$ cat src/rtl/utf8dec_pkg.sv
// utf8dec_pkg: widths, constants and controller/datapath signal groups
// for the utf-8 to ucs-2 stream decoder; no dependencies
package utf8dec_pkg;

  localparam int ByteW  = 8;
  localparam int UnitW  = 16;
  localparam int CountW = 15;
  localparam int CauseW = 2;

  localparam logic [UnitW-1:0]  BadUnit       = 16'h220E;
  localparam logic [CountW-1:0] MaxUnitsReset = 15'h7FFF;

  // stop causes reported on the end item
  localparam logic [CauseW-1:0] CauseNone  = 2'd0;
  localparam logic [CauseW-1:0] CauseNul   = 2'd1;
  localparam logic [CauseW-1:0] CauseLimit = 2'd2;

  typedef struct packed {
    logic load;      // take the input byte into the window
    logic step;      // judge the window head once
    logic emit_end;  // load the end item and clear string state
  } dp_cmd_t;

  typedef struct packed {
    logic       empty;     // window holds no byte
    logic       stop;      // head judgement halts or waits for more bytes
    logic       end_flag;  // current byte was the last of the string
    logic       out_free;  // output register can take a new item
    logic       halted;
    logic [1:0] wcnt;
  } dp_status_t;

  function automatic logic is_cont(input logic [ByteW-1:0] b);
    return (b & 8'hC0) == 8'h80;
  endfunction

endpackage

$ cat src/rtl/utf8dec_if.sv
// utf8dec channel interfaces: input bytes, output units, max_units write
// depends on utf8dec_pkg for field widths
interface utf8dec_byte_if;
  logic                          valid;
  logic                          ready;
  logic [utf8dec_pkg::ByteW-1:0] data_byte;
  logic                          last;
  modport source(output valid, data_byte, last, input ready);
  modport sink(input valid, data_byte, last, output ready);
endinterface

interface utf8dec_unit_if;
  logic                           valid;
  logic                           ready;
  logic [utf8dec_pkg::UnitW-1:0]  code_unit;
  logic                           is_end;
  logic [utf8dec_pkg::CountW-1:0] unit_count;
  logic [utf8dec_pkg::CauseW-1:0] stop_cause;
  modport source(output valid, code_unit, is_end, unit_count, stop_cause, input ready);
  modport sink(input valid, code_unit, is_end, unit_count, stop_cause, output ready);
endinterface

interface utf8dec_cfg_if;
  logic                           valid;
  logic                           ready;
  logic [utf8dec_pkg::CountW-1:0] max_units;
  modport source(output valid, max_units, input ready);
  modport sink(input valid, max_units, output ready);
endinterface

$ cat src/rtl/utf8_to_ucs2_stream_decoder_core.sv
// utf8_to_ucs2_stream_decoder_core: top level, controller plus datapath
// depends on utf8dec_pkg, utf8dec_if, utf8dec_ctrl and utf8dec_dp
//
// Decodes a stream of utf-8 bytes (1-, 2- and 3-byte forms) into 16-bit
// ucs-2 code units, one output transfer per unit. A run of bytes that start
// no valid sequence gives a single 0x220E. A NUL byte or reaching max_units
// halts output; later bytes are taken and dropped until the byte marked
// last, which is always followed by an end item carrying the unit count and
// stop cause (0 exhausted, 1 NUL, 2 unit limit), after which the string
// state clears. An input byte is first loaded into the window, then the
// single judge unit works on the window head once per cycle until the
// window is empty, the head halts or it waits for more bytes; a stalled
// output register holds the judge. The next byte can be taken while a
// finished unit still waits in the output register. max_units may be
// written whenever no string is in flight.
module utf8_to_ucs2_stream_decoder_core (
  input  logic           clk,
  input  logic           rst,
  utf8dec_byte_if.sink   src,
  utf8dec_unit_if.source dst,
  utf8dec_cfg_if.sink    cfg
);

  utf8dec_pkg::dp_cmd_t    cmd;
  utf8dec_pkg::dp_status_t st;
  logic                    in_ready;

  // input transfer handshake lives in the controller
  assign src.ready = in_ready;

  utf8dec_ctrl u_ctrl (
    .clk      (clk),
    .rst      (rst),
    .in_valid (src.valid),
    .in_ready (in_ready),
    .st       (st),
    .cmd      (cmd)
  );

  // window, judgement, counters, config register and output register
  utf8dec_dp u_dp (
    .clk       (clk),
    .rst       (rst),
    .cmd       (cmd),
    .st        (st),
    .data_byte (src.data_byte),
    .last      (src.last),
    .dst       (dst),
    .cfg       (cfg)
  );

  // a halted string keeps no pending bytes
  a_halt_empty: assert property (@(posedge clk) disable iff (rst)
    st.halted |-> st.wcnt == 2'd0)
    else $error("halted with pending bytes");

  // between bytes at most two bytes stay pending
  a_pending_max: assert property (@(posedge clk) disable iff (rst)
    src.ready |-> st.wcnt != 2'd3)
    else $error("three bytes left pending");

  // count and cause appear on the end item only, which carries unit 0
  a_unit_fields: assert property (@(posedge clk) disable iff (rst)
    dst.valid && !dst.is_end |->
      dst.unit_count == '0 && dst.stop_cause == utf8dec_pkg::CauseNone)
    else $error("count or cause on a unit transfer");

  a_end_unit: assert property (@(posedge clk) disable iff (rst)
    dst.valid && dst.is_end |-> dst.code_unit == '0)
    else $error("end item with nonzero unit");

endmodule

$ cat src/rtl/utf8dec_dp.sv
// utf8dec_dp: byte window, head judgement, string state and output register
// depends on utf8dec_pkg and utf8dec_if
module utf8dec_dp (
  input  logic                          clk,
  input  logic                          rst,
  input  utf8dec_pkg::dp_cmd_t          cmd,
  output utf8dec_pkg::dp_status_t       st,
  input  logic [utf8dec_pkg::ByteW-1:0] data_byte,
  input  logic                          last,
  utf8dec_unit_if.source                dst,
  utf8dec_cfg_if.sink                   cfg
);

  logic [utf8dec_pkg::ByteW-1:0]  win0, win1, win2;
  logic [1:0]                     wcnt;
  logic                           end_flag;
  logic                           in_bad_run;
  logic                           halted;
  logic [utf8dec_pkg::CauseW-1:0] halt_cause;
  logic [utf8dec_pkg::CountW-1:0] emitted;
  logic [utf8dec_pkg::CountW-1:0] max_units;

  logic                           out_valid;
  logic [utf8dec_pkg::UnitW-1:0]  out_unit;
  logic                           out_end;
  logic [utf8dec_pkg::CountW-1:0] out_count;
  logic [utf8dec_pkg::CauseW-1:0] out_cause;

  // head judgement
  logic                           j_halt, j_wait, j_emit, j_bad;
  logic [utf8dec_pkg::CauseW-1:0] j_cause;
  logic [utf8dec_pkg::UnitW-1:0]  j_unit;
  logic [1:0]                     j_consume;

  always_comb begin
    j_halt    = 1'b0;
    j_wait    = 1'b0;
    j_emit    = 1'b0;
    j_bad     = 1'b0;
    j_cause   = utf8dec_pkg::CauseNone;
    j_unit    = '0;
    j_consume = 2'd0;
    if (emitted >= max_units) begin
      j_halt  = 1'b1;
      j_cause = utf8dec_pkg::CauseLimit;
    end else if (win0 == 8'h00) begin
      j_halt  = 1'b1;
      j_cause = utf8dec_pkg::CauseNul;
    end else if (!win0[7]) begin
      j_emit    = 1'b1;
      j_unit    = {8'h00, win0};
      j_consume = 2'd1;
    end else if ((win0 & 8'hE0) == 8'hC0) begin
      if (wcnt < 2'd2) begin
        if (!end_flag) j_wait = 1'b1;
        else           j_bad  = 1'b1;
      end else if (!utf8dec_pkg::is_cont(win1)) begin
        j_bad = 1'b1;
      end else begin
        j_emit    = 1'b1;
        j_unit    = {5'b00000, win0[4:0], win1[5:0]};
        j_consume = 2'd2;
      end
    end else if ((win0 & 8'hF0) == 8'hE0) begin
      if (wcnt >= 2'd2 && !utf8dec_pkg::is_cont(win1)) begin
        j_bad = 1'b1;
      end else if (wcnt == 2'd3 && !utf8dec_pkg::is_cont(win2)) begin
        j_bad = 1'b1;
      end else if (wcnt < 2'd3) begin
        if (!end_flag) j_wait = 1'b1;
        else           j_bad  = 1'b1;
      end else begin
        j_emit    = 1'b1;
        j_unit    = {win0[3:0], win1[5:0], win2[5:0]};
        j_consume = 2'd3;
      end
    end else begin
      j_bad = 1'b1;
    end
    if (j_bad) begin
      j_emit    = !in_bad_run;
      j_unit    = utf8dec_pkg::BadUnit;
      j_consume = 2'd1;
    end
  end

  always_comb begin
    st.empty    = (wcnt == 2'd0);
    st.stop     = j_halt || j_wait;
    st.end_flag = end_flag;
    st.out_free = !out_valid || dst.ready;
    st.halted   = halted;
    st.wcnt     = wcnt;
  end

  // string state and byte window
  always_ff @(posedge clk) begin
    if (rst) begin
      wcnt       <= 2'd0;
      end_flag   <= 1'b0;
      in_bad_run <= 1'b0;
      halted     <= 1'b0;
      halt_cause <= utf8dec_pkg::CauseNone;
      emitted    <= '0;
    end else if (cmd.load) begin
      end_flag <= last;
      if (!halted) begin
        case (wcnt)
          2'd0:    win0 <= data_byte;
          2'd1:    win1 <= data_byte;
          default: win2 <= data_byte;
        endcase
        wcnt <= wcnt + 2'd1;
      end
    end else if (cmd.step) begin
      if (j_halt) begin
        halted     <= 1'b1;
        halt_cause <= j_cause;
        wcnt       <= 2'd0;
      end else if (!j_wait) begin
        case (j_consume)
          2'd1: begin
            win0 <= win1;
            win1 <= win2;
          end
          2'd2:    win0 <= win2;
          default: ;
        endcase
        wcnt       <= wcnt - j_consume;
        in_bad_run <= j_bad;
        if (j_emit) emitted <= emitted + 1'b1;
      end
    end else if (cmd.emit_end) begin
      wcnt       <= 2'd0;
      in_bad_run <= 1'b0;
      halted     <= 1'b0;
      halt_cause <= utf8dec_pkg::CauseNone;
      emitted    <= '0;
    end
  end

  // configuration register
  assign cfg.ready = 1'b1;

  always_ff @(posedge clk) begin
    if (rst) begin
      max_units <= utf8dec_pkg::MaxUnitsReset;
    end else if (cfg.valid) begin
      max_units <= cfg.max_units;
    end
  end

  // output register
  always_ff @(posedge clk) begin
    if (rst) begin
      out_valid <= 1'b0;
    end else if (cmd.step && !j_halt && !j_wait && j_emit) begin
      out_valid <= 1'b1;
      out_unit  <= j_unit;
      out_end   <= 1'b0;
      out_count <= '0;
      out_cause <= utf8dec_pkg::CauseNone;
    end else if (cmd.emit_end) begin
      out_valid <= 1'b1;
      out_unit  <= '0;
      out_end   <= 1'b1;
      out_count <= emitted;
      out_cause <= halt_cause;
    end else if (dst.ready) begin
      out_valid <= 1'b0;
    end
  end

  assign dst.valid      = out_valid;
  assign dst.code_unit  = out_unit;
  assign dst.is_end     = out_end;
  assign dst.unit_count = out_count;
  assign dst.stop_cause = out_cause;

endmodule

$ cat src/rtl/utf8dec_ctrl.sv
// utf8dec_ctrl: sequencer for accept, judge steps and the end item
// depends on utf8dec_pkg
module utf8dec_ctrl (
  input  logic                    clk,
  input  logic                    rst,
  input  logic                    in_valid,
  output logic                    in_ready,
  input  utf8dec_pkg::dp_status_t st,
  output utf8dec_pkg::dp_cmd_t    cmd
);

  localparam logic [1:0] ST_IDLE   = 2'd0;
  localparam logic [1:0] ST_STEP   = 2'd1;
  localparam logic [1:0] ST_FINISH = 2'd2;

  logic [1:0] state, state_next;

  assign in_ready = (state == ST_IDLE);

  always_comb begin
    state_next   = state;
    cmd.load     = 1'b0;
    cmd.step     = 1'b0;
    cmd.emit_end = 1'b0;
    case (state)
      ST_IDLE: begin
        if (in_valid) begin
          cmd.load   = 1'b1;
          state_next = ST_STEP;
        end
      end
      ST_STEP: begin
        if (st.empty) begin
          state_next = st.end_flag ? ST_FINISH : ST_IDLE;
        end else if (st.out_free) begin
          cmd.step = 1'b1;
          if (st.stop) state_next = st.end_flag ? ST_FINISH : ST_IDLE;
        end
      end
      ST_FINISH: begin
        if (st.out_free) begin
          cmd.emit_end = 1'b1;
          state_next   = ST_IDLE;
        end
      end
      default: state_next = ST_IDLE;
    endcase
  end

  always_ff @(posedge clk) begin
    if (rst) begin
      state <= ST_IDLE;
    end else begin
      state <= state_next;
    end
  end

endmodule
$ cat src/flat_wrapper.sv
// flat-port wrapper written by rule: the top's interface ports become plain ports
module utf8_to_ucs2_stream_decoder_core_flat 
  (clk, rst, src_valid, src_data_byte, src_last, src_ready, dst_valid, dst_code_unit, dst_is_end, dst_unit_count, dst_stop_cause, dst_ready, cfg_valid, cfg_max_units, cfg_ready);
  utf8dec_byte_if src_i ();
  utf8dec_unit_if dst_i ();
  utf8dec_cfg_if cfg_i ();
  input  logic clk;
  input  logic rst;
  input wire logic [$bits(src_i.valid)-1:0] src_valid;
  input wire logic [$bits(src_i.data_byte)-1:0] src_data_byte;
  input wire logic [$bits(src_i.last)-1:0] src_last;
  output wire logic [$bits(src_i.ready)-1:0] src_ready;
  output wire logic [$bits(dst_i.valid)-1:0] dst_valid;
  output wire logic [$bits(dst_i.code_unit)-1:0] dst_code_unit;
  output wire logic [$bits(dst_i.is_end)-1:0] dst_is_end;
  output wire logic [$bits(dst_i.unit_count)-1:0] dst_unit_count;
  output wire logic [$bits(dst_i.stop_cause)-1:0] dst_stop_cause;
  input wire logic [$bits(dst_i.ready)-1:0] dst_ready;
  input wire logic [$bits(cfg_i.valid)-1:0] cfg_valid;
  input wire logic [$bits(cfg_i.max_units)-1:0] cfg_max_units;
  output wire logic [$bits(cfg_i.ready)-1:0] cfg_ready;
  assign src_i.valid = src_valid;
  assign src_i.data_byte = src_data_byte;
  assign src_i.last = src_last;
  assign src_ready = src_i.ready;
  assign dst_valid = dst_i.valid;
  assign dst_code_unit = dst_i.code_unit;
  assign dst_is_end = dst_i.is_end;
  assign dst_unit_count = dst_i.unit_count;
  assign dst_stop_cause = dst_i.stop_cause;
  assign dst_i.ready = dst_ready;
  assign cfg_i.valid = cfg_valid;
  assign cfg_i.max_units = cfg_max_units;
  assign cfg_ready = cfg_i.ready;
  utf8_to_ucs2_stream_decoder_core u_core (.clk(clk), .rst(rst), .src(src_i), .dst(dst_i), .cfg(cfg_i));
endmodule
$ cat config.mk
export PLATFORM = sky130hd
export DESIGN_NAME = utf8_to_ucs2_stream_decoder_core_flat
export DESIGN_NICKNAME = d
export VERILOG_FILES = /design/src/rtl/utf8dec_pkg.sv /design/src/rtl/utf8dec_if.sv /design/src/rtl/utf8_to_ucs2_stream_decoder_core.sv /design/src/rtl/utf8dec_dp.sv /design/src/rtl/utf8dec_ctrl.sv /design/src/flat_wrapper.sv
export SDC_FILE = /design/constraint.sdc
export NUM_CORES = 1
export LEC_CHECK = 0
export BUFFER_PORTS_ARGS = -buffer_cell sky130_fd_sc_hd__buf_2
export CORE_MARGIN = 2
export CORE_UTILIZATION = 30
export DETAILED_ROUTE_END_ITERATION = 10
export HOLD_SLACK_MARGIN = 0.03
export PLACE_DENSITY = 0.46
export SLEW_MARGIN = 30
export SYNTH_ARGS = -nofsm -noshare
export SYNTH_HDL_FRONTEND = slang
export SYNTH_SLANG_ARGS = --single-unit
$ cat constraint.sdc
create_clock -name clk -period 4.2 [get_ports clk]
set_input_delay 0.63 -clock clk [delete_from_list [all_inputs] [get_ports clk]]
set_output_delay 0.63 -clock clk [all_outputs]
set_load 0.02 [all_outputs]
# ---- Yosys cells after proc, flatten, opt, wreduce, memory -nomap -nowiden
# Index checks and enable logic that the tools add are counted.
dict set report word_totals {
  elab_cells 196
  in_bits 29
  ff_bits 98
  out_inout_bits 37
}
dict set report op_classes {
  n_eq_ne 24
  reduce_logical 33
  order_cmp 4
  bitwise_logic 4
  mux 112
  addsub 3
}
# op count
set ops {}
lappend ops {{2-to-1 mux 16 bit} 11}
lappend ops {{2-to-1 mux 8 bit} 13}
lappend ops {{2-to-1 mux 15 bit} 6}
lappend ops {{2-to-1 mux 2 bit} 27}
lappend ops {{2-to-1 mux 1 bit} 51}
lappend ops {{2-to-1 mux 11 bit} 2}
lappend ops {{one-hot mux 8 bit (2 select lines)} 1}
lappend ops {{adder 15 x 1 -> 15 bit, second input constant} 1}
lappend ops {{>= comparator 15 bit} 1}
lappend ops {{AND reduction 7 bit} 2}
lappend ops {{inequality test 2 bit, second input constant} 6}
lappend ops {{AND reduction 4 bit} 3}
lappend ops {{equality test 2 bit, second input constant} 5}
lappend ops {{inequality test 2 x 1 -> 1 bit, second input constant} 5}
lappend ops {{nonzero test 3 bit} 3}
lappend ops {{zero test 8 bit} 1}
lappend ops {{nonzero test 2 bit} 4}
lappend ops {{equality test 2 x 1 -> 1 bit, second input constant} 3}
lappend ops {{zero test 1 bit} 6}
lappend ops {{inequality test 3 x 1 -> 1 bit, second input constant} 2}
lappend ops {{one-hot mux 2 bit (3 select lines)} 1}
lappend ops {{AND reduction 3 bit} 2}
lappend ops {{logical AND 1 bit} 5}
lappend ops {{AND reduction 5 bit} 1}
lappend ops {{12 further kinds} 18}

# ---- Depth between registers and ports, before layout
# Gate-level depths: netlist of run 1.
dict set report depth {
  depth_word 17
  ltp_mapped 15
  ltp_nobuf 14
}

# ---- By module
# Synthesis of run 1 repeated with hierarchy kept, for this count alone.
dict set report hier_totals {
  cells_unflattened 473
  hier_area_um2 4822.1
}
# mod area_per_inst_um2 cells_per_inst instances seq_area_each_um2
set by_module_without_submodules {}
lappend by_module_without_submodules {utf8dec_dp 4698.3 460 1 2502.4}
lappend by_module_without_submodules {utf8dec_ctrl 123.9 13 1 40.0}

# ---- Worst setup path after synthesis of run 1
# OpenSTA, ideal clock, no wires.
dict set report synth_timing {
  path_type {reg2reg}
  start {register u_core.u_dp.wcnt[1]}
  end {register u_core.u_dp.out_unit, in the netlist u_core.u_dp.dst.code_unit[0] (enable)}
  required_ns 3.763
  path_stages_with_launch 13
  slack_ns -0.137
  arrival_time_ns 3.901
  setup_ns 0.437
  period_less_slack_ns 4.337
  path_buffers 4
  cell_sequence {dfxtp_1 buf_6 inv_1 ha_1 nor3b_2 and2_1 o21ai_1 buf_2 nor3_1 inv_1 clkbuf_1 buf_2 a21oi_1}
}
dict set report synth_between {
  elab_chain_cells 14
  word_cells_on_any_way 43
  classes_between {order compare (3); eq/ne (1); mux (30); reduce/logical (9)}
}
# item line_no
set synth_rtl {}
lappend synth_rtl {{from (decl)} utf8dec_dp.sv:15} ;# logic [1:0] wcnt;
lappend synth_rtl {{from (signal assigned)} utf8dec_dp.sv:113} ;# wcnt <= wcnt + 2'd1;
lappend synth_rtl {{from (signal assigned)} utf8dec_dp.sv:129} ;# wcnt <= wcnt - j_consume;
lappend synth_rtl {{less-than comparator 2 bit / equality test 2 bit (equally long branches)} {utf8dec_dp.sv:69, utf8dec_dp.sv:67}}
lappend synth_rtl {{2-to-1 mux 1 bit / logical AND 1 bit (equally long branches)} {utf8dec_dp.sv:69, utf8dec_dp.sv:67}}
lappend synth_rtl {{2-to-1 mux 1 bit} utf8dec_dp.sv:67} ;# end else if (wcnt == 2'd3 && !utf8dec_pkg::is_cont(win2)) begin
lappend synth_rtl {{2-to-1 mux 1 bit} utf8dec_dp.sv:65} ;# if (wcnt >= 2'd2 && !utf8dec_pkg::is_cont(win1)) begin
lappend synth_rtl {{2-to-1 mux 1 bit} utf8dec_dp.sv:64} ;# end else if ((win0 & 8'hF0) == 8'hE0) begin
lappend synth_rtl {{2-to-1 mux 1 bit} utf8dec_dp.sv:53} ;# end else if ((win0 & 8'hE0) == 8'hC0) begin
lappend synth_rtl {{2-to-1 mux 1 bit} utf8dec_dp.sv:49} ;# end else if (!win0[7]) begin
lappend synth_rtl {{2-to-1 mux 1 bit} utf8dec_dp.sv:46} ;# end else if (win0 == 8'h00) begin
lappend synth_rtl {{2-to-1 mux 1 bit} utf8dec_dp.sv:43} ;# if (emitted >= max_units) begin
lappend synth_rtl {{zero test 1 bit} utf8dec_dp.sv:157} ;# end else if (cmd.step && !j_halt && !j_wait && j_emit) begin
lappend synth_rtl {{logical AND 1 bit} utf8dec_dp.sv:157}
lappend synth_rtl {{logical AND 1 bit (*)} utf8dec_dp.sv:157}
lappend synth_rtl {{nonzero test 2 bit (no line) (*)} --}
lappend synth_rtl {{AND reduction 2 bit (no line) (*)} --}
lappend synth_rtl {{to (signal assigned)} utf8dec_dp.sv:159} ;# out_unit <= j_unit;
lappend synth_rtl {{to (decl)} utf8dec_dp.sv:24} ;# logic [utf8dec_pkg::UnitW-1:0] out_unit;
# Every way passes the cells marked *; elsewhere a longest branch is shown, timed or not.
# A chain may end at the register's enable or synchronous reset.

# ---- Final worst setup path of run 1
dict set report layout_timing {
  start {register u_core.u_dp.wcnt[1]}
  end {register u_core.u_dp.out_unit, in the netlist u_core.u_dp.dst.code_unit[6] (enable)}
}
# The elaborated chain is that of the path after synthesis.

==> summary.txt, run 1 <==
Floorplan
  – Die extent in x: 130.7 um
  – Starting Density: 0.3053
  – I/O pin count: 66
  – Core Area: 15,770 um^2
  – Die H: 130.7 um
  – Row count: 46
  – Die area: 17,080 um^2

Pwr
  – VDD IR-drop max: 0.1779 mV
  – Combinational Power Share: 0.100
  – Pwr Density: 364.8 nW/um^2
  – Pleak: 0.002080 uW
  – Sw Pwr: 513.1 uW
  – Internal Power: 1551 uW
  – Clk network pwr share: 0.375
  – Sw frac: 0.2486
  – Flop pwr share: 0.524

Clock network
  – H-tree levels: 3
  – Setup bufs post-CTS: 0
  – Post-CTS resize count: 0
  – CTS sink cnt: 98
  – CTS Buf Count: 9
  – Worst-skew pair later-pin latency: 340 ps
  – CTS max path bufs: 2
  – Reg clk slew, reported paths: 70 ps
  – CTS tree: built
  – Cts hold-fix bufs: 0
  – CTS root buf: clkbuf_16

Timing
  – Final Skew: 8.021 ps
  – Slew Viols, Final: 0
  – Max Freq: 286.6 MHz
  – # setup viols final: 0
  – Worst setup margin: 711.2 ps
  – Final period util: 0.8307
  – Least-Margin Pin Slew: 798.3 ps
  – Fin. Hold Viols: 0
  – Min Clock Period, post-route: 3489 ps
  – Unrepaired setup endpoints after global routing: false
  – Setup TNS: 0 ps
  – Relative slew slack: 0.4678

Synth
  – Synth Area in Adders: 0.05977
  – Syn. warnings: 0
  – Cells after Synth: 481
  – EDFF count, synth: 58
  – Synth Area in XOR/XNOR: 0.01091
  – Post-synthesis compound-gate area fraction: 0.1497
  – Post-synthesis register bit count: 98
  – Async S/R FF share, synth: 0
  – Post-Syn Nets: 533
  – Post-synthesis simple-gate area fraction: 0.1931
  – Syn Area/Cell: 10.01 um^2
  – Synth unique cells: 56
  – Syn Std Cell Area: 4815 um^2
  – Largest family of logic cells by synthesized area: simple AND/OR/NAND/NOR gates
  – Sequential-to-total area share from yosys stat: 0.5281
  – Multiplexer share of the synthesized area: 0.01871
  – Predominant post-synthesis flop cell: edfxtp_1

Detailed routing
  – Routed met1 length: 5907 um
  – WL met2: 5033 um
  – Highest routed metal layer: met4
  – Post-route DRC: 0
  – WL per Instance: 15.50 um
  – Post-Route WL: 11,840 um
  – Vias per inst: 4.851
  – Via count: 3,706
  – DRT iter0 DRCs: 339
  – WL met3: 754 um
  – DRT antenna net count: 0
  – 1st-pass router iterations: 5

Worst setup path
  – CP cell instances: inv_1 -> ha_1 -> nor3b_2 -> and2_1 -> o21ai_1 -> nor3_1 -> inv_1 -> a21oi_4 -> buf_4
  – RR Endpoint: u_core.u_dp.dst.code_unit[6]
  – Delay-heaviest family, CP: simple AND/OR/NAND/NOR gates
  – FF-to-FF setup slack: 710 ps
  – CP max stage cell: dfxtp_1
  – Startpoint types: flop
  – Critical setup path kind: flop to flop
  – Worst Path Buf+Inv: 3
  – CP peak stage delay: 560 ps
  – Worst Path Required: 4200 ps
  – Most frequent CP cell: inv_1
  – CP Capture Type: flop
  – R2R depth: 9
  – CP max FO: 34
  – CP arrival: 3480 ps
  – Critical register-to-register path startpoint: u_core.u_dp.wcnt[1]

Placed design
  – Final HPWL DP: 8394 um
  – Dpl ws: 764.7 ps
  – Global placement routability congestion: 0.8052
  – I/O Buffers: 64

Run
  – Max-Cap Viols: 0

Global route
  – Total GRT Usage: 0.1426
  – Total congestion overflow: 0
  – Number of global-route vias before repair: 3,524
  – First-pass GRT wire length: 18,760 um
  – Antenna violations before repair: 0
  – Pin count of the biggest net entering global routing: 35

Hold path
  – Worst Hold Endpoint: u_core.u_dp.win2[7]
  – Hold path start: src_data_byte[7]
  – Hold path depth: 1
  – Worst min path class: input pin to flop

Final layout
  – Fillers: 1,631
  – Most common cell after layout, fill and taps aside: nand2_1
  – Layout cells sized above 1: 0.1770
  – Diodes inserted: 0
  – Synth-to-layout area growth: 17.52%
  – Final Net Count: 595
  – Most frequent cells in the layout: 69 x nand2_1, 64 x buf_2, 58 x edfxtp_1

Status
  – Status: completed
worst register-to-register path: stages (launching register included):
cell and delay (ps):
dfxtp_1 560, inv_1 150, ha_1 270, nor3b_2 270, and2_1 310, o21ai_1 160
nor3_1 390, inv_1 420, a21oi_4 210, buf_4 390
metal layers:
layer | vias to the layer above | global-route usage
li1 | 1854 | -
met1 | 1731 | 0.2145
met2 | 109 | 0.2025
met3 | 12 | 0.03135
met4 | 0 | 0.04506
met5 | - | 0
how the worst max path moves through the flow:
stage,from,endpoint,slack [ps],cells past startpoint
3_3_place_gp,u_core.u_dp.wcnt[1],u_core.u_dp.dst.code_unit[0],870,9
2_1_floorplan,u_core.u_dp.wcnt[1],u_core.u_dp.dst.code_unit[0],550,12
3_5_place_dp,u_core.u_dp.wcnt[1],u_core.u_dp.dst.code_unit[6],760,9
4_1_cts,u_core.u_dp.emitted[8],u_core.u_dp.dst.unit_count[10],730,9
5_1_grt,u_core.u_dp.wcnt[1],u_core.u_dp.dst.unit_count[10],470,9
6_report,u_core.u_dp.wcnt[1],u_core.u_dp.dst.code_unit[6],710,9
final cells by class:
class                           count  area [um^2]  area share
Multi-Input combinational cell    337         2101      0.3713
Tap cell                          216        270.3     0.04777
Clock buffer                       14        254.0     0.04489
Sequential cell                    98         2542      0.4494
Clock inverter                      2        16.27    0.002875
Timing Repair Buffer               72        380.4     0.06723
Inverter                           25        93.84     0.01659
flip-flops by register name, summed over array words and instances (netlist names), 2 cells and up:
signal,flops
u_core.u_dp.emitted,15
u_core.u_dp.wcnt,2
u_core.u_dp.win1,8
u_core.u_dp.dst.code_unit,16
u_core.u_dp.win2,8
u_core.u_dp.max_units,15
u_core.u_ctrl.state,2
u_core.u_dp.win0,8
u_core.u_dp.dst.stop_cause,2
u_core.u_dp.halt_cause,2
u_core.u_dp.dst.unit_count,15
cells in the mapped netlist (5+ instances only):
cell type | instances | area [um^2]
or3_1 | 8 | 50.05
nand3_1 | 8 | 40.04
xnor2_1 | 6 | 52.55
nor2b_1 | 9 | 56.30
mux2i_1 | 9 | 90.09
ha_1 | 23 | 287.8
a21oi_1 | 38 | 190.2
a22oi_1 | 5 | 37.54
o21ai_0 | 26 | 130.1
inv_1 | 24 | 90.09
a31oi_1 | 5 | 31.28
nor2_1 | 33 | 123.9
nand2_1 | 69 | 259.0
dfxtp_1 | 40 | 800.8
clkbuf_1 | 16 | 60.06
o211ai_1 | 16 | 120.1
and2_1 | 22 | 137.6
edfxtp_1 | 58 | 1742
or4_1 | 6 | 45.04
cell families (layout without fill, tap and decap cells):
logic type | count (synthesis) | after routing
mux | 9 | 9
flops | 98 | 98
simple gates | 184 | 184
xor+xnor | 6 | 6
fa+ha+maj | 23 | 23
other cells | 1 | 1
compound gates | 114 | 114
buf+inv | 46 | 113
power by group through the flow:
| stage | combinational, uW | clock (uW) | sequential [uW] |
|---|---|---|---|
| after floorplan | 134 | 0 | 1110 |
| after global placement | 206 | 0 | 1100 |
| after detailed placement | 208 | 0 | 1100 |
| after CTS | 210 | 796 | 1080 |
| after global routing | 233 | 830 | 1090 |
| final | 207 | 775 | 1080 |
metrics by stage:
stage	utilization	power, uW	instances	hold WS (ps)	area (um^2)
floorplan	-	1240	481	444.6	4818
global placement	0.3416	1309	748	457.7	5388
detailed placement	0.3416	1311	748	476.4	5388
CTS	0.3588	2087	764	467.0	5658
global route	0.3588	2150	764	466.8	5658
finish	0.3588	2064	764	475.8	5658
Power figures use the tool's default switching activity.
==> inputs of run 2 (changes only) <==
==> constraint.sdc (replaced) <==
create_clock -name clk -period 3 [get_ports clk]
set_input_delay 0.45 -clock clk [delete_from_list [all_inputs] [get_ports clk]]
set_output_delay 0.45 -clock clk [all_outputs]
set_load 0.02 [all_outputs]
==> summary.txt, run 2 (same netlist as run 1, synthesis figures left out) <==
Worst setup path
  – Worst Path Buf+Inv: 1 (-2)
  – Worst Path Required: 3060 ps (-1140 ps)
  – R2R depth: 11 (+2)
  – Levels on crit path: 11 (+2)
  – Critical Path Start: u_core.u_dp.emitted[8]
  – Most frequent CP cell: ha_1
  – CP arrival: 2910 ps (-570 ps)
  – CP max stage cell: dfxtp_1
  – Critical setup path kind: flop to flop
  – Delay-heaviest family, CP: compound AO/OA/AOI/OAI gates
  – CP Capture Type: flop
  – Startpoint types: flop
  – CP max FO: 5 (-85%)
  – CP peak stage delay: 350 ps (-210 ps)
  – CP cell instances: ha_1 -> a21o_1 -> a221o_1 -> a21oi_2 -> o21ai_2 -> nor2_2 -> and2_1 -> ha_1 -> nand2_1 -> a21oi_1 -> buf_4
  – Critical register-to-register path startpoint: u_core.u_dp.emitted[8]

Final layout
  – Synth-to-layout area growth: 21.93%
  – Diodes inserted: 0 (unchanged)
  – Most frequent cells in the layout: 69 x nand2_1, 64 x buf_2, 58 x edfxtp_1
  – Area of the multi-input gates: 2157 um^2 (+2.7%)
  – Most common cell after layout, fill and taps aside: nand2_1
  – Sequential cell area: 2544 um^2 (about the same)
  – Layout cells sized above 1: 0.2195 (+0.04246)
  – Final Net Count: 612 (+2.9%)
  – Final core occ: 0.3723 (+0.01349)
  – Fillers: 1,629 (-0.12%)
  – Post-route cell area: 5871 um^2 (+3.8%)
  – Non-filler cells, final: 781 (+2.2%)
  – Max FFs per register: 16 (unchanged)

Pwr
  – VDD IR-drop max: 0.3048 mV (+71%)
  – Pleak: 0.002186 uW (+5.1%)
  – Pwr Density: 505.4 nW/um^2 (+39%)

Clock network
  – CTS sink cnt: 98 (unchanged)
  – CTS tree: built
  – CTS Buf Count: 9 (unchanged)
  – CTS root buf: clkbuf_16
  – Reg clk slew, reported paths: 70 ps (about the same)
  – H-tree levels: 3 (unchanged)
  – Worst-skew pair later-pin latency: 350 ps (about the same)
  – CTS max path bufs: 2 (unchanged)
  – Setup bufs post-CTS: 0 (unchanged)

Floorplan
  – Row count: 46 (unchanged)
  – I/O pin count: 66 (unchanged)
  – Die H: 130.7 um (unchanged)
  – Core Area: 15,770 um^2 (unchanged)
  – Die extent in x: 130.7 um (unchanged)
  – Die area: 17,080 um^2 (unchanged)
  – Starting Density: 0.3053 (unchanged)

Timing
  – Unrepaired setup endpoints after global routing: false
  – Fin. Hold Viols: 0 (unchanged)
  – Final Skew: 9.908 ps (+1.887 ps)
  – Min Clock Period, post-route: 2846 ps (-642.3 ps)
  – # setup viols final: 0 (unchanged)
  – Max Freq: 351.3 MHz (+23%)
  – Worst setup margin: 153.5 ps (-557.7 ps)
  – Fin Hold WS: 291.3 ps (-184.4 ps)
  – Relative slew slack: 0.5669 (+0.09912)
  – Final period util: 0.9488 (+0.1182)
  – Least-Margin Pin Slew: 641.2 ps (-157.1 ps)
  – Slew Viols, Final: 0 (unchanged)

Placed design
  – Cell Area, Placed: 5550 um^2 (+3.0%)
  – Final HPWL DP: 8833 um (+5.2%)
  – I/O Buffers: 64 (unchanged)
  – Global placement routability congestion: 0.8022 (-0.37%)
  – Dpl ws: -53.18 ps (-817.9 ps)
  – Post-Place Cells: 765 (+2.3%)

Detailed routing
  – DRT iter0 DRCs: 267 (-21%)
  – Post-Route WL: 11,930 um (+0.79%)
  – Vias per inst: 4.726 (-2.6%)
  – DRT antenna net count: 0 (unchanged)
  – Via count: 3,691 (-0.40%)
  – Post-route DRC: 0 (unchanged)
  – 1st-pass router iterations: 4 (-1)
  – WL per Instance: 15.28 um (-1.4%)

Run
  – Max-Cap Viols: 0 (unchanged)

Global route
  – Total GRT Usage: 0.1445 (+0.001978)
  – Antenna violations before repair: 0 (unchanged)
  – Total congestion overflow: 0 (unchanged)
  – First-pass GRT wire length: 18,760 um (unchanged)
  – Number of global-route vias before repair: 3,523 (-0.028%)
  – Pin count of the biggest net entering global routing: 30 (-14%)

Hold path
  – Hold path start: src_data_byte[7]
  – Hold path depth: 1 (unchanged)
  – Worst min path class: input pin to flop

Status
  – Status: completed
## run 2: cell count changes in the layout (fill, tap and decap cells not counted), moves of 2 or more
cell / delta
buf_4: +16
clkbuf_1: -3
ha_1: -2
clkinv_1: +2
## run 2: worst paths after layout
check                                   end  slack, ps
setup / recovery        u_core.u_dp.win1[2]        150
hold / removal          u_core.u_dp.win2[7]        290
setup reg to reg        u_core.u_dp.win1[2]        150
hold reg to reg   u_core.u_dp.halt_cause[0]        480
## run 2: through the flow
stage / TNS (ps) / power [uW]
final: 0 / 2967
after global routing: 0 / 3090
after CTS: 0 / 3003
after detailed placement: -73.74 / 1855
after global placement: 0 / 1850
after floorplan: 0 / 1745
## run 2: routing by layer
metal | up-vias | routed length, um | GRT usage | share of wire
li1 | 1885 | - | - | -
met1 | 1712 | 6271 | 0.2125 | 0.53
met2 | 81 | 5024 | 0.2120 | 0.42
met3 | 13 | 420 | 0.02687 | 0.035
met4 | 0 | 216 | 0.05257 | 0.018
met5 | - | 0 | 0 | 0
## run 2: cell type report
class                      instances  area share
clock inverter                     6    0.009591
multi-input combinational        337      0.3674
timing repair buffer              89     0.08866
tap                              216     0.04604
sequential                        98      0.4333
inverter                          25     0.01598
clock buffer                      10     0.03900
## run 2: what timing repair did
item,CTS,global route
setup endpoints to repair,8,61
resized for setup,1,5
hold buffers,0,0
## run 2: where the power goes
part	switching (uW)	total [uW]	internal (uW)
logic	197	317	120
registers	31.8	1510	1480
clock network	500	1140	641
==> inputs of run 3 (changes only) <==
--- a/config.mk
+++ b/config.mk
@@ -8,9 +8,10 @@
 export BUFFER_PORTS_ARGS = -buffer_cell sky130_fd_sc_hd__buf_2
 export CORE_MARGIN = 2
 export CORE_UTILIZATION = 30
+export CTS_CLUSTER_DIAMETER = 120
 export DETAILED_ROUTE_END_ITERATION = 10
 export HOLD_SLACK_MARGIN = 0.03
-export PLACE_DENSITY = 0.46
+export PLACE_DENSITY_LB_ADDON = 0.15
 export SLEW_MARGIN = 30
 export SYNTH_ARGS = -nofsm -noshare
 export SYNTH_HDL_FRONTEND = slang
==> summary.txt, run 3 (same netlist as run 1, synthesis figures left out) <==
Status
  – Status: completed

Global route
  – Pin count of the biggest net entering global routing: 32 (+6.7%)
  – Total congestion overflow: 0 (unchanged)
  – Antenna violations before repair: 0 (unchanged)
  – First-pass GRT wire length: 19,180 um (+2.2%)
  – Total GRT Usage: 0.1475 (+0.002924)
  – Number of global-route vias before repair: 3,628 (+3.0%)

Timing
  – Relative slew slack: 0.5696 (+0.002679)
  – Fin. Hold Viols: 0 (unchanged)
  – Worst setup margin: 184.8 ps (+31.28 ps)
  – Least-Margin Pin Slew: 636.6 ps (-4.600 ps)
  – # setup viols final: 0 (unchanged)
  – Fin Hold WS: 280.6 ps (-10.73 ps)
  – Slew Viols, Final: 0 (unchanged)
  – Unrepaired setup endpoints after global routing: false
  – Final period util: 0.9384 (-0.01043)
  – Min Clock Period, post-route: 2815 ps (-31.28 ps)
  – Max Freq: 355.2 MHz (+1.1%)
  – Final Skew: 8.121 ps (-1.787 ps)

Pwr
  – VDD IR-drop max: 0.3052 mV (+0.14%)
  – Flop pwr share: 0.504 (-0.005)
  – Internal Power: 2248 uW (+0.46%)
  – Sw Pwr: 750.1 uW (+2.9%)
  – Sw frac: 0.2502 (+0.004530)
  – Pleak: 0.002205 uW (+0.88%)
  – Clk network pwr share: 0.389 (+0.004)
  – Combinational Power Share: 0.107 (about the same)
  – Pwr Density: 507.8 nW/um^2 (+0.48%)

Clock network
  – Reg clk slew, reported paths: 70 ps (about the same)
  – CTS root buf: clkbuf_16
  – CTS sink cnt: 98 (unchanged)
  – Worst-skew pair later-pin latency: 360 ps (about the same)
  – Setup bufs post-CTS: 0 (unchanged)
  – CTS tree: built
  – CTS max path bufs: 2 (unchanged)
  – CTS Buf Count: 9 (unchanged)
  – H-tree levels: 3 (unchanged)

Final layout
  – Final Net Count: 614 (+0.33%)
  – Layout cells sized above 1: 0.2328 (+0.01334)
  – Fillers: 1,619 (-0.61%)
  – Most frequent cells in the layout: 69 x nand2_1, 64 x buf_2, 58 x edfxtp_1
  – Synth-to-layout area growth: 22.64%
  – Sequential cell area: 2546 um^2 (about the same)
  – Area of the multi-input gates: 2165 um^2 (+0.35%)
  – Diodes inserted: 0 (unchanged)
  – Max FFs per register: 16 (unchanged)
  – Most common cell after layout, fill and taps aside: nand2_1

Floorplan
  – Die H: 130.7 um (unchanged)
  – Die extent in x: 130.7 um (unchanged)
  – I/O pin count: 66 (unchanged)
  – Starting Density: 0.3053 (unchanged)
  – Core Area: 15,770 um^2 (unchanged)
  – Die area: 17,080 um^2 (unchanged)
  – Row count: 46 (unchanged)

Placed design
  – Final HPWL DP: 8867 um (+0.39%)
  – Global placement routability congestion: 0.7753 (-3.4%)
  – I/O Buffers: 64 (unchanged)
  – Dpl ws: -83.21 ps (-30.02 ps)

Detailed routing
  – 1st-pass router iterations: 4 (unchanged)
  – Via count: 3,754 (+1.7%)
  – Post-Route WL: 12,010 um (+0.65%)
  – Post-route DRC: 0 (unchanged)
  – Vias per inst: 4.794 (+1.4%)
  – DRT antenna net count: 0 (unchanged)
  – DRT iter0 DRCs: 257 (-3.7%)
  – WL per Instance: 15.34 um (+0.39%)

Worst setup path
  – CP cell instances: inv_1 -> ha_1 -> a21o_1 -> a221o_1 -> a21oi_2 -> o21ai_2 -> nor2_2 -> o21ai_0 -> ha_1 -> a211oi_2 -> buf_4
  – Startpoint types: flop
  – Most frequent CP cell: ha_1
  – Worst Path Required: 3060 ps (about the same)
  – CP arrival: 2880 ps (-30 ps)
  – CP max stage cell: a221o_1
  – CP max FO: 8 (+3)
  – CP peak stage delay: 340 ps (about the same)
  – CP Capture Type: flop
  – Critical setup path kind: flop to flop

Run
  – Max-Cap Viols: 0 (unchanged)

Hold path
  – Worst min path class: input pin to flop
[run 3: cell types whose count changed in the layout (fill, tap and decap cells not counted)]
cell / previous run / this run
clkinv_1: 3 / 1
dfxtp_2: 1 / 3
clkinvlp_2: 1 / 0
and2_1: 21 / 20
clkinvlp_4: 0 / 1
clkinv_2: 1 / 2
and2_4: 1 / 2
nor3_1: 3 / 2
nor3_2: 0 / 1
clkinv_4: 0 / 1
dfxtp_1: 39 / 37
buf_4: 24 / 26
[run 3: metrics by stage]
stage	std cells	setup TNS (ps)	total power (uW)	cell area, um^2	utilization
floorplan	481	0	1745	4868	-
global placement	767	0	1851	5565	0.3529
detailed placement	767	-508.0	1859	5565	0.3529
CTS	783	0	3037	5862	0.3717
global route	783	0	3130	5904	0.3744
finish	783	0	2998	5904	0.3744
[run 3: repair_timing]
action	CTS	global route
hold buffers	0	0
resized for setup	1	9
pin swaps	0	1
gates cloned	0	0
setup endpoints to repair	8	31
[run 3: final cells by class]
class	count	area share
clock buffer	10	0.03878
tap	216	0.04577
inverter	25	0.01589
multi-input combinational	337	0.3666
sequential	98	0.4312
timing repair buffer	91	0.09070
clock inverter	6	0.01102
[run 3: power groups by stage]
stage | clock [uW] | combinational, uW | sequential, uW
4_1_cts | 1210 | 321 | 1510
5_1_grt | 1260 | 359 | 1510
3_3_place_gp | 0 | 313 | 1540
3_5_place_dp | 0 | 320 | 1540
6_report | 1170 | 322 | 1510
2_1_floorplan | 0 | 197 | 1550
[run 3: worst max-delay path: cells and delay by family (launching register included)]
kind | cells | cell delay (ps)
AOI/OAI and AO/OA | 6 | 1160
adders and majority gates | 2 | 600
DFF | 1 | 320
buffers and inverters | 2 | 280
and+or+nand+nor | 1 | 150
[run 3: path summary, 6_finish.rpt]
path | from | end | slack (ps) | cells after the start
min | src_data_byte[0] | u_core.u_dp.win2[0] | 280 | 1
max reg2reg | u_core.u_dp.max_units[8] | u_core.u_dp.win0[7] | 180 | 11
min reg2reg | u_core.u_dp.halt_cause[0] | u_core.u_dp.halt_cause[0] | 480 | 2
max | u_core.u_dp.max_units[8] | u_core.u_dp.win0[7] | 180 | 11
[run 3: layer usage]
metal  global-route usage  part of all wire  vias to the layer above
met3              0.02972             0.043                       14
met5                    0                 0                        -
met2               0.2148              0.44                       84
met1               0.2135              0.51                     1770
met4              0.06070             0.015                        0
li1                     -                 -                     1886
